[src/rtl/tlb_page_table_translator_macros.svh]
// Assertion macros for the TLB and page table translator.
// Used by the top level only; no other dependencies.
`ifndef TLB_PAGE_TABLE_TRANSLATOR_MACROS_SVH
`define TLB_PAGE_TABLE_TRANSLATOR_MACROS_SVH

// same-cycle implication under the asynchronous reset
`define TLBPT_ASSERT_NOW(label, clk, rst_n, ante, cons, msg) \
	label: assert property (@(posedge clk) disable iff (!rst_n) (ante) |-> (cons)) \
		else $error(msg);

// next-cycle implication under the asynchronous reset
`define TLBPT_ASSERT_NEXT(label, clk, rst_n, ante, cons, msg) \
	label: assert property (@(posedge clk) disable iff (!rst_n) (ante) |=> (cons)) \
		else $error(msg);

`endif

[src/rtl/tlbpt_ram.sv]
// Generic single-write, single-read RAM with registered read data.
// No dependencies.
module tlbpt_ram #(
	parameter int WIDTH = 8,
	parameter int DEPTH = 16
) (
	input  logic                     clk,
	input  logic                     we,
	input  logic [$clog2(DEPTH)-1:0] waddr,
	input  logic [WIDTH-1:0]         wdata,
	input  logic [$clog2(DEPTH)-1:0] raddr,
	output logic [WIDTH-1:0]         rdata
);

	logic [WIDTH-1:0] mem_q [DEPTH];

	always_ff @(posedge clk) begin
		if (we) begin
			mem_q[waddr] <= wdata;
		end
		rdata <= mem_q[raddr];
	end

endmodule

[config.mk]
export PLATFORM = sky130hd
export DESIGN_NAME = tlbpt_ram
export DESIGN_NICKNAME = d
export VERILOG_FILES = /design/src/rtl/tlb_page_table_translator_macros.svh /design/src/rtl/tlbpt_ram.sv
export SDC_FILE = /design/constraint.sdc
export NUM_CORES = 1
export LEC_CHECK = 0
export BUFFER_PORTS_ARGS = -buffer_cell sky130_fd_sc_hd__clkbuf_2
export CAP_MARGIN = 0
export CORE_ASPECT_RATIO = 2
export CORE_UTILIZATION = 30
export CTS_CLUSTER_SIZE = 24
export DETAILED_ROUTE_END_ITERATION = 6
export GPL_ROUTABILITY_DRIVEN = 1
export GPL_TIMING_DRIVEN = 0
export PLACE_DENSITY_LB_ADDON = 0.25
export SKIP_CTS_REPAIR_TIMING = 1
export SLEW_MARGIN = 0
export SYNTH_ARGS = -nofsm -noshare
export SYNTH_HDL_FRONTEND = slang
export SYNTH_SLANG_ARGS = --single-unit
[constraint.sdc]
create_clock -name clk -period 3.9 [get_ports clk]
set_input_delay 0.39 -clock clk [delete_from_list [all_inputs] [get_ports clk]]
set_output_delay 0.39 -clock clk [all_outputs]
set_load 0.01 [all_outputs]
==> reports/results.ini, run 1 <==
[status]
status=completed

[layout]
antenna_cells=0
drive_above_1_share_pct=29.72
layout_common_cells=edfxtp_1, clkbuf_2, clkbuf_16, mux4_2, a22oi_1
area_delta_synth_final_pct=20.03
fillers=1536
final_common_cell=edfxtp_1
final_nets=291

[worst_setup_path]
crit_path_end_kind=flip-flop
cp.depth=3
required_ps=3920
r2r-end=rdata[2]
endpoint=mem_q[0][5]
critPathMaxStageDelay_ps=910
crit_start=waddr[2]
reg2reg_from=mem_q[2][2]
arrival_ps=1920
path_max_fanout=8
crit_chain=clkbuf_2 -> or3b_2 -> nor3_1
path_class=input port to flip-flop
cp.buffers_inverters=1
critPathSlowestCell=nor3_1
reg2reg_slack_ps=2470
crit_path_start_kind=input port
r2r_cells=3
crit_family=simple AND/OR/NAND/NOR gates

[detailed_routing]
ant_nets=0
wl_mm=10.76
avgViaCountPerCell=4.728
dr.first_iter.drc_count=111
dr_total_vias=2331
detail_route.wl_per_cell_um=21.82
dr.pass1.iters=4
drc=0

[clock_network]
cts_buffers=17
cts_root_buffer=clkbuf_16
cts_tree=built
worstSkewPairLatency_ps=410
clkSinkCount=136
htree_levels=4
clkTransAtPathRegs_ps=60
clockBufferDepth=2

[yosys]
syn_inst=229
synth_top_family_by_area=multiplexers
yosys.area.top_type=edfxtp_1
postSynthAreaPerCell_um2=22.48
synthSimpleGateAreaFrac_pct=3.184
muxShareOfSynthArea_pct=15.02
synth_area_leaders=edfxtp_1, mux4_2, mux4_1
synthAdderAreaFrac_pct=0
synth.distinct_cells=19
synth_top_cell_area_share_pct=74.67
synth_xor_area_share_pct=0
ys_warn_count=0
syn-num-nets=247
synth_area_um2=5147
ys_seq_area_share_pct=77.78
synth_compound_area_share_pct=2.333
synth-seq-cells=136

[die]
die_x_um=94.63
std_cell_rows=67
fp.dieH_um=187.2
io_pins=26
dieArea_um2=17720
start_util_pct=30.70
core-area_um2=16770

[power_and_ir_drop]
p_seq_share_pct=47.8
p_switching_mw=0.6771
p_int_mw=2.760
p_leak_nw=2.058
sw_frac_of_total_pct=19.70
ir_drop_v=0.0002248
p_comb_share_pct=4.7
power_density_nw_per_um2=556.2
p_clk_share_pct=47.5
fin_total_pwr_mw=3.437

[timing]
slew_headroom_pct=17.90
tns_ps=0
fin_skew_ps=6.159
period_minus_slack_ps=1901
period_share_pct=48.73
slew_viol_final=0
grt_setup_unrepaired=no
hold_viol_final=0
tightest_slew_ps=1222
setup_viol=0
fmax_mhz=526.1

[placement]
gp_congestion=0.7446
dp_hpwl_mm=7.572
port_buffers=24

[global_route]
antenna_found_initial=0
grt_pass1_vias=2496
track_usage_pct=13.40
grt_max_degree=17
grt_first_pass_wirelength_mm=15.76
overflow=0

[hold_path]
hp-class=input port to flip-flop
min_delay_path_depth=1

[flow_run]
max_cap_viol_count=0

[worst min-delay path by stage]
stage                 startpoint      endpoint  slack [ps]
CTS                     wdata[4]   mem_q[9][4]         450
detailed placement  mem_q[12][0]      rdata[0]         670
finish                  wdata[7]  mem_q[14][7]         450
global route            wdata[6]  mem_q[11][6]         470
floorplan               wdata[0]   mem_q[0][0]         490
global placement    mem_q[15][0]      rdata[0]         660
[worst reg2reg max path, stage by stage (launching register included)]
cell and delay [ps]:
edfxtp_1 370, mux4_1 580, a22oi_1 270, nand2_1 100
[area by class of cell]
| type | instances | area [um^2] | area share (%) |
|---|---|---|---|
| Sequential cell | 136 | 4004 | 64.80 |
| Multi-Input combinational cell | 83 | 1062 | 17.19 |
| Clock buffer | 26 | 596.8 | 9.660 |
| Tap cell | 207 | 259.0 | 4.192 |
| Timing Repair Buffer | 25 | 127.6 | 2.066 |
| Buffer | 10 | 86.33 | 1.397 |
| Clock inverter | 6 | 42.54 | 0.6885 |
[state kept, by name (all words and copies together), names as in the netlist]
name   cells
mem_q    128
rdata      8
[power groups by stage]
stage / Sequential, mW / Combinational, mW / Clock, mW
CTS: 1.64 / 0.169 / 1.65
floorplan: 1.68 / 0.0829 / 0
detailed placement: 1.67 / 0.169 / 0
global placement: 1.67 / 0.164 / 0
finish: 1.64 / 0.163 / 1.63
global route: 1.65 / 0.177 / 1.71
[cell families after synthesis]
family,count (synthesis)
buffers and inverters,10
DFF,136
AOI/OAI and AO/OA,16
muxes,32
and+or+nand+nor,35
[cells in the mapped netlist, drive strengths merged]
cell             n
nand3b           2
nor2            13
buf              7
and2b            1
nand2b           2
nor2b            1
mux4            32
nor3             4
edfxtp         128
nand3            1
dfxtp            8
and2             1
clkdlybuf4s25    3
a22oi           16
nand2            9
or3b             1
[per-stage QoR]
step | worst slack, ps | utilization (%) | cell area (um^2) | std cells | hold WS [ps]
after floorplan | 2017 | - | 5147 | 229 | 488.9
after global placement | 1441 | 32.96 | 5527 | 460 | 657.2
after detailed placement | 1468 | 32.99 | 5532 | 460 | 671.2
after CTS | 1902 | 36.81 | 6171 | 492 | 454.8
after global routing | 1836 | 36.85 | 6178 | 493 | 469.4
final | 1999 | 36.85 | 6178 | 493 | 452.5
[metal layers]
layer / vias to the layer above / part of all wire, % / global-route usage (%)
met1: 1223 / 36 / 13.61
met5: - / 0 / 0
met3: 8 / 2.0 / 3.293
met4: 0 / 2.1 / 6.469
met2: 42 / 59 / 24.60
li1: 1058 / - / -
Note: power is estimated with default switching activity, not from simulation.
==> inputs of run 2 (changes only) <==
ABC_AREA = 1   (was not set)
clock period = 1.95 ns   (was 3.9 ns; I/O delays follow)
==> run 2 against run 1 <==
Effect of this change: area after synthesis is 12% higher; clock power is 120% higher; clock skew hardly changed; sequential power is 100% higher; worst hold slack worse by 230 ps; via count is 65% higher; synthesized cell count is 140% higher; routed wire length is 43% higher; count of clock-buffer cells in the layout is 9 lower; sequential share of layout area is 6.5 points lower; critical path type unchanged; largest power group is now clock.
==> reports/results.ini, run 2 <==
[timing]
slew_headroom_pct=39.43  ; +22 points
period_minus_slack_ps=1203
setup_viol=0  ; unchanged
period_share_pct=61.69
hold_viol_final=0  ; unchanged
tns_ps=0  ; unchanged
slew_viol_final=0  ; unchanged
fin_skew_ps=6.611  ; +0.4522 ps
fmax_mhz=831.3
grt_setup_unrepaired=no
tightest_slew_ps=905.2  ; -316.9 ps

[worst_setup_path]
crit_path_end_kind=flip-flop
critPathMaxStageDelay_ps=730  ; -180 ps
arrival_ps=1240  ; -680 ps
path_class=input port to flip-flop
crit_chain=clkbuf_2 -> inv_1 -> nand2_1 -> nor2_1
required_ps=1990  ; -1930 ps
critPathSlowestCell=nor2_1
path_max_fanout=8  ; unchanged
crit_path_start_kind=input port

[yosys]
synth_common_cells=nand2_1, edfxtp_1, inv_1, nand3_1, nor2_1
synth_top_cell_area_share_pct=66.65  ; -8.0 points
yosys.area.top_type=edfxtp_1
ys_warn_count=0  ; unchanged
synth-seq-cells=136  ; unchanged
synthArstFlopShare_pct=0  ; unchanged
syn_inst=551  ; +140%
synth_area_um2=5767  ; +12%
ys.flop_type=edfxtp_1
synth_most_common_cell=nand2_1
syn-num-nets=569  ; +130%
postSynthAreaPerCell_um2=10.47  ; -53%
synth_area_leaders=edfxtp_1, nand2_1, nand3_1
synth.distinct_cells=12  ; -7
ys_seq_area_share_pct=69.43  ; -8.4 points
synth_edf_count=128  ; unchanged

[layout]
area_delta_synth_final_pct=19.09
drive_above_1_share_pct=12.89  ; -17 points
final_nets=610  ; +110%
fin_cells=860  ; +74%
antenna_cells=0  ; unchanged
largest-register=mem_q
final_common_cell=nand2_1
largest_register_ffs=128  ; unchanged
reg_top3=mem_q x128, rdata x8
layout_common_cells=nand2_1, edfxtp_1, inv_1, nand3_1, clkbuf_2
fin_util_pct=36.47  ; -0.38 points

[die]
start_util_pct=30.62  ; -0.081 points
fp.dieH_um=198.1  ; +5.8%
die_x_um=100.0  ; +5.7%
dieArea_um2=19810  ; +12%
std_cell_rows=71  ; +6.0%
io_pins=26  ; unchanged
core-area_um2=18830  ; +12%

[placement]
port_buffers=22  ; -8.3%
gp_congestion=1.003  ; +35%
dp.cells=828  ; +80%
dp_hpwl_mm=11.00  ; +45%

[clock_network]
htree_levels=4  ; unchanged
cts_buffers=17  ; unchanged
clkSinkCount=136  ; unchanged
cts_root_buffer=clkbuf_16
clockBufferDepth=2  ; unchanged
worstSkewPairLatency_ps=420  ; about the same
clkTransAtPathRegs_ps=60  ; about the same
cts_tree=built

[detailed_routing]
avgViaCountPerCell=4.463  ; -5.6%
dr.pass1.iters=5  ; +1
wl_mm=15.38  ; +43%
dr.first_iter.drc_count=292  ; +160%
dr_total_vias=3838  ; +65%
detail_route.wl_per_cell_um=17.88  ; -18%
drc=0  ; unchanged
ant_nets=0  ; unchanged

[global_route]
antenna_found_initial=0  ; unchanged
track_usage_pct=16.49  ; +3.1 points
grt_first_pass_wirelength_mm=22.49  ; +43%
overflow=0  ; unchanged
grt_max_degree=17  ; unchanged
grt_pass1_vias=3849  ; +54%

[flow_run]
max_cap_viol_count=0  ; unchanged

[power_and_ir_drop]
power_density_nw_per_um2=1072  ; +93%
fin_total_pwr_mw=7.361  ; +110%
p_leak_nw=2.933  ; +43%
ir_drop_v=0.0004536  ; +100%

[status]
status=completed

[hold_path]
hp-class=input port to flip-flop

run 2: cell count changes after synthesis, sizes merged, moves of 2 or more:
cell and delta:
nor2 +4, nor3 -4, nand3 +96, mux4 -32, inv +102, nand2b -2
clkdlybuf4s25 -3, nand2 +164, buf +17, a22oi -16
run 2: final cells by class:
type / count / area (um^2)
clock inverter: 15 / 246.5
sequential: 136 / 4004
inverter: 102 / 382.9
multi-input combinational: 289 / 1214
timing repair buffer: 22 / 110.1
fill: 1917 / 11970
buffer: 24 / 166.4
clock buffer: 17 / 425.4
tap: 255 / 319.1
run 2: layer usage:
| metal | part of all wire, % | vias up | track usage (%) |
|---|---|---|---|
| met2 | 56 | 116 | 32.29 |
| li1 | - | 1859 | - |
| met4 | 5.7 | 0 | 10.57 |
| met1 | 34 | 1818 | 15.02 |
| met3 | 3.6 | 45 | 3.036 |
| met5 | 0 | - | 0 |
run 2: worst paths after layout:
check,endpoint,from,slack [ps],cells past startpoint
setup / recovery,mem_q[12][5],waddr[1],750,4
hold reg to reg,rdata[6],mem_q[10][6],690,6
setup reg to reg,rdata[3],mem_q[6][3],880,6
hold / removal,rdata[7],raddr[3],220,3
run 2: metrics by stage:
step / hold slack, ps / setup WS, ps / instance area, um^2
finish: 222.7 / 747.1 / 6868
detailed placement: 584.2 / 305.5 / 6196
global placement: 585.7 / 338.2 / 6196
floorplan: 293.9 / 804.2 / 5767
CTS: 200.4 / 739.4 / 6868
global route: 251.6 / 643.6 / 6868
run 2: kinds of logic after synthesis:
group / after synthesis / synth area share [%]
simple gates: 289 / 21.05
flops: 136 / 69.43
buf+inv: 126 / 9.525
run 2: worst max-delay path, delay by kind of cell:
| family | cells | cell delay [ps] |
|---|---|---|
| and+or+nand+nor | 2 | 870 |
| buffers and inverters | 2 | 170 |
run 2: report_power, final:
part           internal (mW)  leakage (nW)  switching (mW)  total, mW
sequential              3.27          1.22          0.0170       3.29
clock                   2.40         0.318            1.23       3.63
combinational          0.125          1.39           0.318      0.443
==> inputs of run 3 (changes only) <==
clock period = 1.2 ns   (was 1.95 ns; I/O delays follow)
==> run 3 against run 2 <==
Effect of this change: routed wire length decreased by 0.29%; largest power group unchanged; worst hold slack got worse by 73 ps; worst setup slack got worse by 680 ps; sequential share of layout area about the same; largest cell class unchanged; highest routed layer unchanged; critical path type unchanged; critical endpoint is now mem_q[13][5].
==> reports/results.ini, run 3 (same netlist as run 2, synthesis figures left out) <==
[power_and_ir_drop]
ir_drop_v=0.0007367  ; +62%
power_density_nw_per_um2=1742  ; +62%
p_leak_nw=2.932  ; about the same

[worst_setup_path]
path_class=input port to flip-flop
path_max_fanout=8  ; unchanged
crit_chain=clkbuf_2 -> nand3_1 -> nor2_1
r2r-end=rdata[3]
crit_path_start_kind=input port
required_ps=1240  ; -750 ps
critPathSlowestCell=nor2_1
reg2reg_slack_ps=130  ; -750 ps
arrival_ps=1170  ; -70 ps
reg2reg_from=mem_q[6][3]
r2r_cells=6  ; unchanged
crit_path_end_kind=flip-flop
critPathMaxStageDelay_ps=720  ; about the same

[timing]
slew_headroom_pct=42.35  ; +2.9 points
fmax_mhz=884.6
setup_viol=0  ; unchanged
hold_viol_final=0  ; unchanged
period_minus_slack_ps=1130
tns_ps=0  ; unchanged
layout_setup_ws_ps=69.56  ; -677.5 ps
tightest_slew_ps=861.5  ; -43.69 ps
slew_viol_final=0  ; unchanged
period_share_pct=94.20
grt_setup_unrepaired=yes
fin_skew_ps=6.488  ; -0.1235 ps

[layout]
regArea_um2=4004  ; unchanged
largest_register_ffs=128  ; unchanged
layout_common_cells=nand2_1, edfxtp_1, inv_1, nand3_1, clkbuf_2
drive_above_1_share_pct=13.22  ; +0.33 points
reg_top3=mem_q x128, rdata x8
multi_input_area_um2=1219  ; +0.41%
antenna_cells=0  ; unchanged
final_nets=610  ; unchanged
final_common_cell=nand2_1
largest-register=mem_q
fillers=1920  ; +0.16%
area_delta_synth_final_pct=19.18  ; about the same

[global_route]
grt_max_degree=17  ; unchanged
grt_first_pass_wirelength_mm=22.49  ; unchanged
overflow=0  ; unchanged
grt_pass1_vias=3849  ; unchanged
track_usage_pct=16.49  ; unchanged
antenna_found_initial=0  ; unchanged

[die]
start_util_pct=30.62  ; unchanged
std_cell_rows=71  ; unchanged
dieArea_um2=19810  ; unchanged
io_pins=26  ; unchanged
die_x_um=100.0  ; unchanged
core-area_um2=18830  ; unchanged
fp.dieH_um=198.1  ; unchanged

[detailed_routing]
drc=0  ; unchanged
ant_nets=0  ; unchanged
detail_route.wl_per_cell_um=17.83  ; -0.29%
avgViaCountPerCell=4.477  ; +0.31%
dr.first_iter.drc_count=248  ; -15%
dr.pass1.iters=5  ; unchanged
wl_mm=15.34  ; -0.29%
dr_total_vias=3850  ; +0.31%

[status]
status=completed

[placement]
gp_congestion=1.003  ; unchanged
port_buffers=22  ; unchanged
pre_cts_ws_ps=-369.5  ; -675.0 ps
dp_hpwl_mm=11.00  ; unchanged

[clock_network]
cts_buffers=17  ; unchanged
htree_levels=4  ; unchanged
worstSkewPairLatency_ps=420  ; about the same
clkTransAtPathRegs_ps=60  ; about the same
clkSinkCount=136  ; unchanged
clockBufferDepth=2  ; unchanged
cts_root_buffer=clkbuf_16
cts_tree=built

[flow_run]
max_cap_viol_count=0  ; unchanged

[hold_path]
min_delay_path_depth=3  ; unchanged
hp-start=raddr[3]
hold_end=rdata[7]
hp-class=input port to flip-flop

[run 3: cell counts in the layout (fill, tap and decap cells not counted)]
No cell type changed its count.
[run 3: how the worst max path moves through the flow]
stage	from	end	cells past startpoint
floorplan	waddr[2]	mem_q[10][0]	2
global placement	waddr[2]	mem_q[11][5]	3
detailed placement	waddr[1]	mem_q[12][7]	4
CTS	waddr[1]	mem_q[12][5]	4
global route	waddr[2]	mem_q[10][7]	3
finish	we	mem_q[13][5]	3
[run 3: final cells by class]
class                      count  area share, %
sequential                   136          58.26
multi-input combinational    289          17.73
clock buffer                  17          6.190
inverter                     102          5.571
tap                          255          4.642
clock inverter                15          3.586
buffer                        24          2.421
timing repair buffer          22          1.602
[run 3: power breakdown]
group	switching, mW	total (mW)	internal (mW)
Clock	2.01	5.91	3.90
Combinational	0.516	0.720	0.203
Sequential	0.0275	5.34	5.31
Total	2.55	12.0	9.42
[run 3: metrics by stage]
stage | hold WS (ps) | power [mW] | cells | cell area [um^2] | utilization (%)
3_3_place_gp | 510.7 | 6.149 | 828 | 6196 | 32.90
5_1_grt | 176.6 | 12.29 | 860 | 6873 | 36.49
3_5_place_dp | 509.2 | 6.161 | 828 | 6196 | 32.90
4_1_cts | 125.4 | 12.04 | 860 | 6868 | 36.47
2_1_floorplan | 218.9 | 5.825 | 551 | 5767 | -
6_report | 150.0 | 11.97 | 860 | 6873 | 36.49
[run 3: worst max-delay path, delay by kind of cell]
kind	cells	cell delay (ps)
buf+inv	1	110
simple gates	2	930
[run 3: per-layer routing]
| layer | up-vias | routed length [um] | GRT usage (%) |
|---|---|---|---|
| li1 | 1863 | - | - |
| met1 | 1811 | 5252 | 15.02 |
| met2 | 130 | 8623 | 32.29 |
| met3 | 46 | 543 | 3.036 |
| met4 | 0 | 917 | 10.57 |
| met5 | - | 0 | 0 |
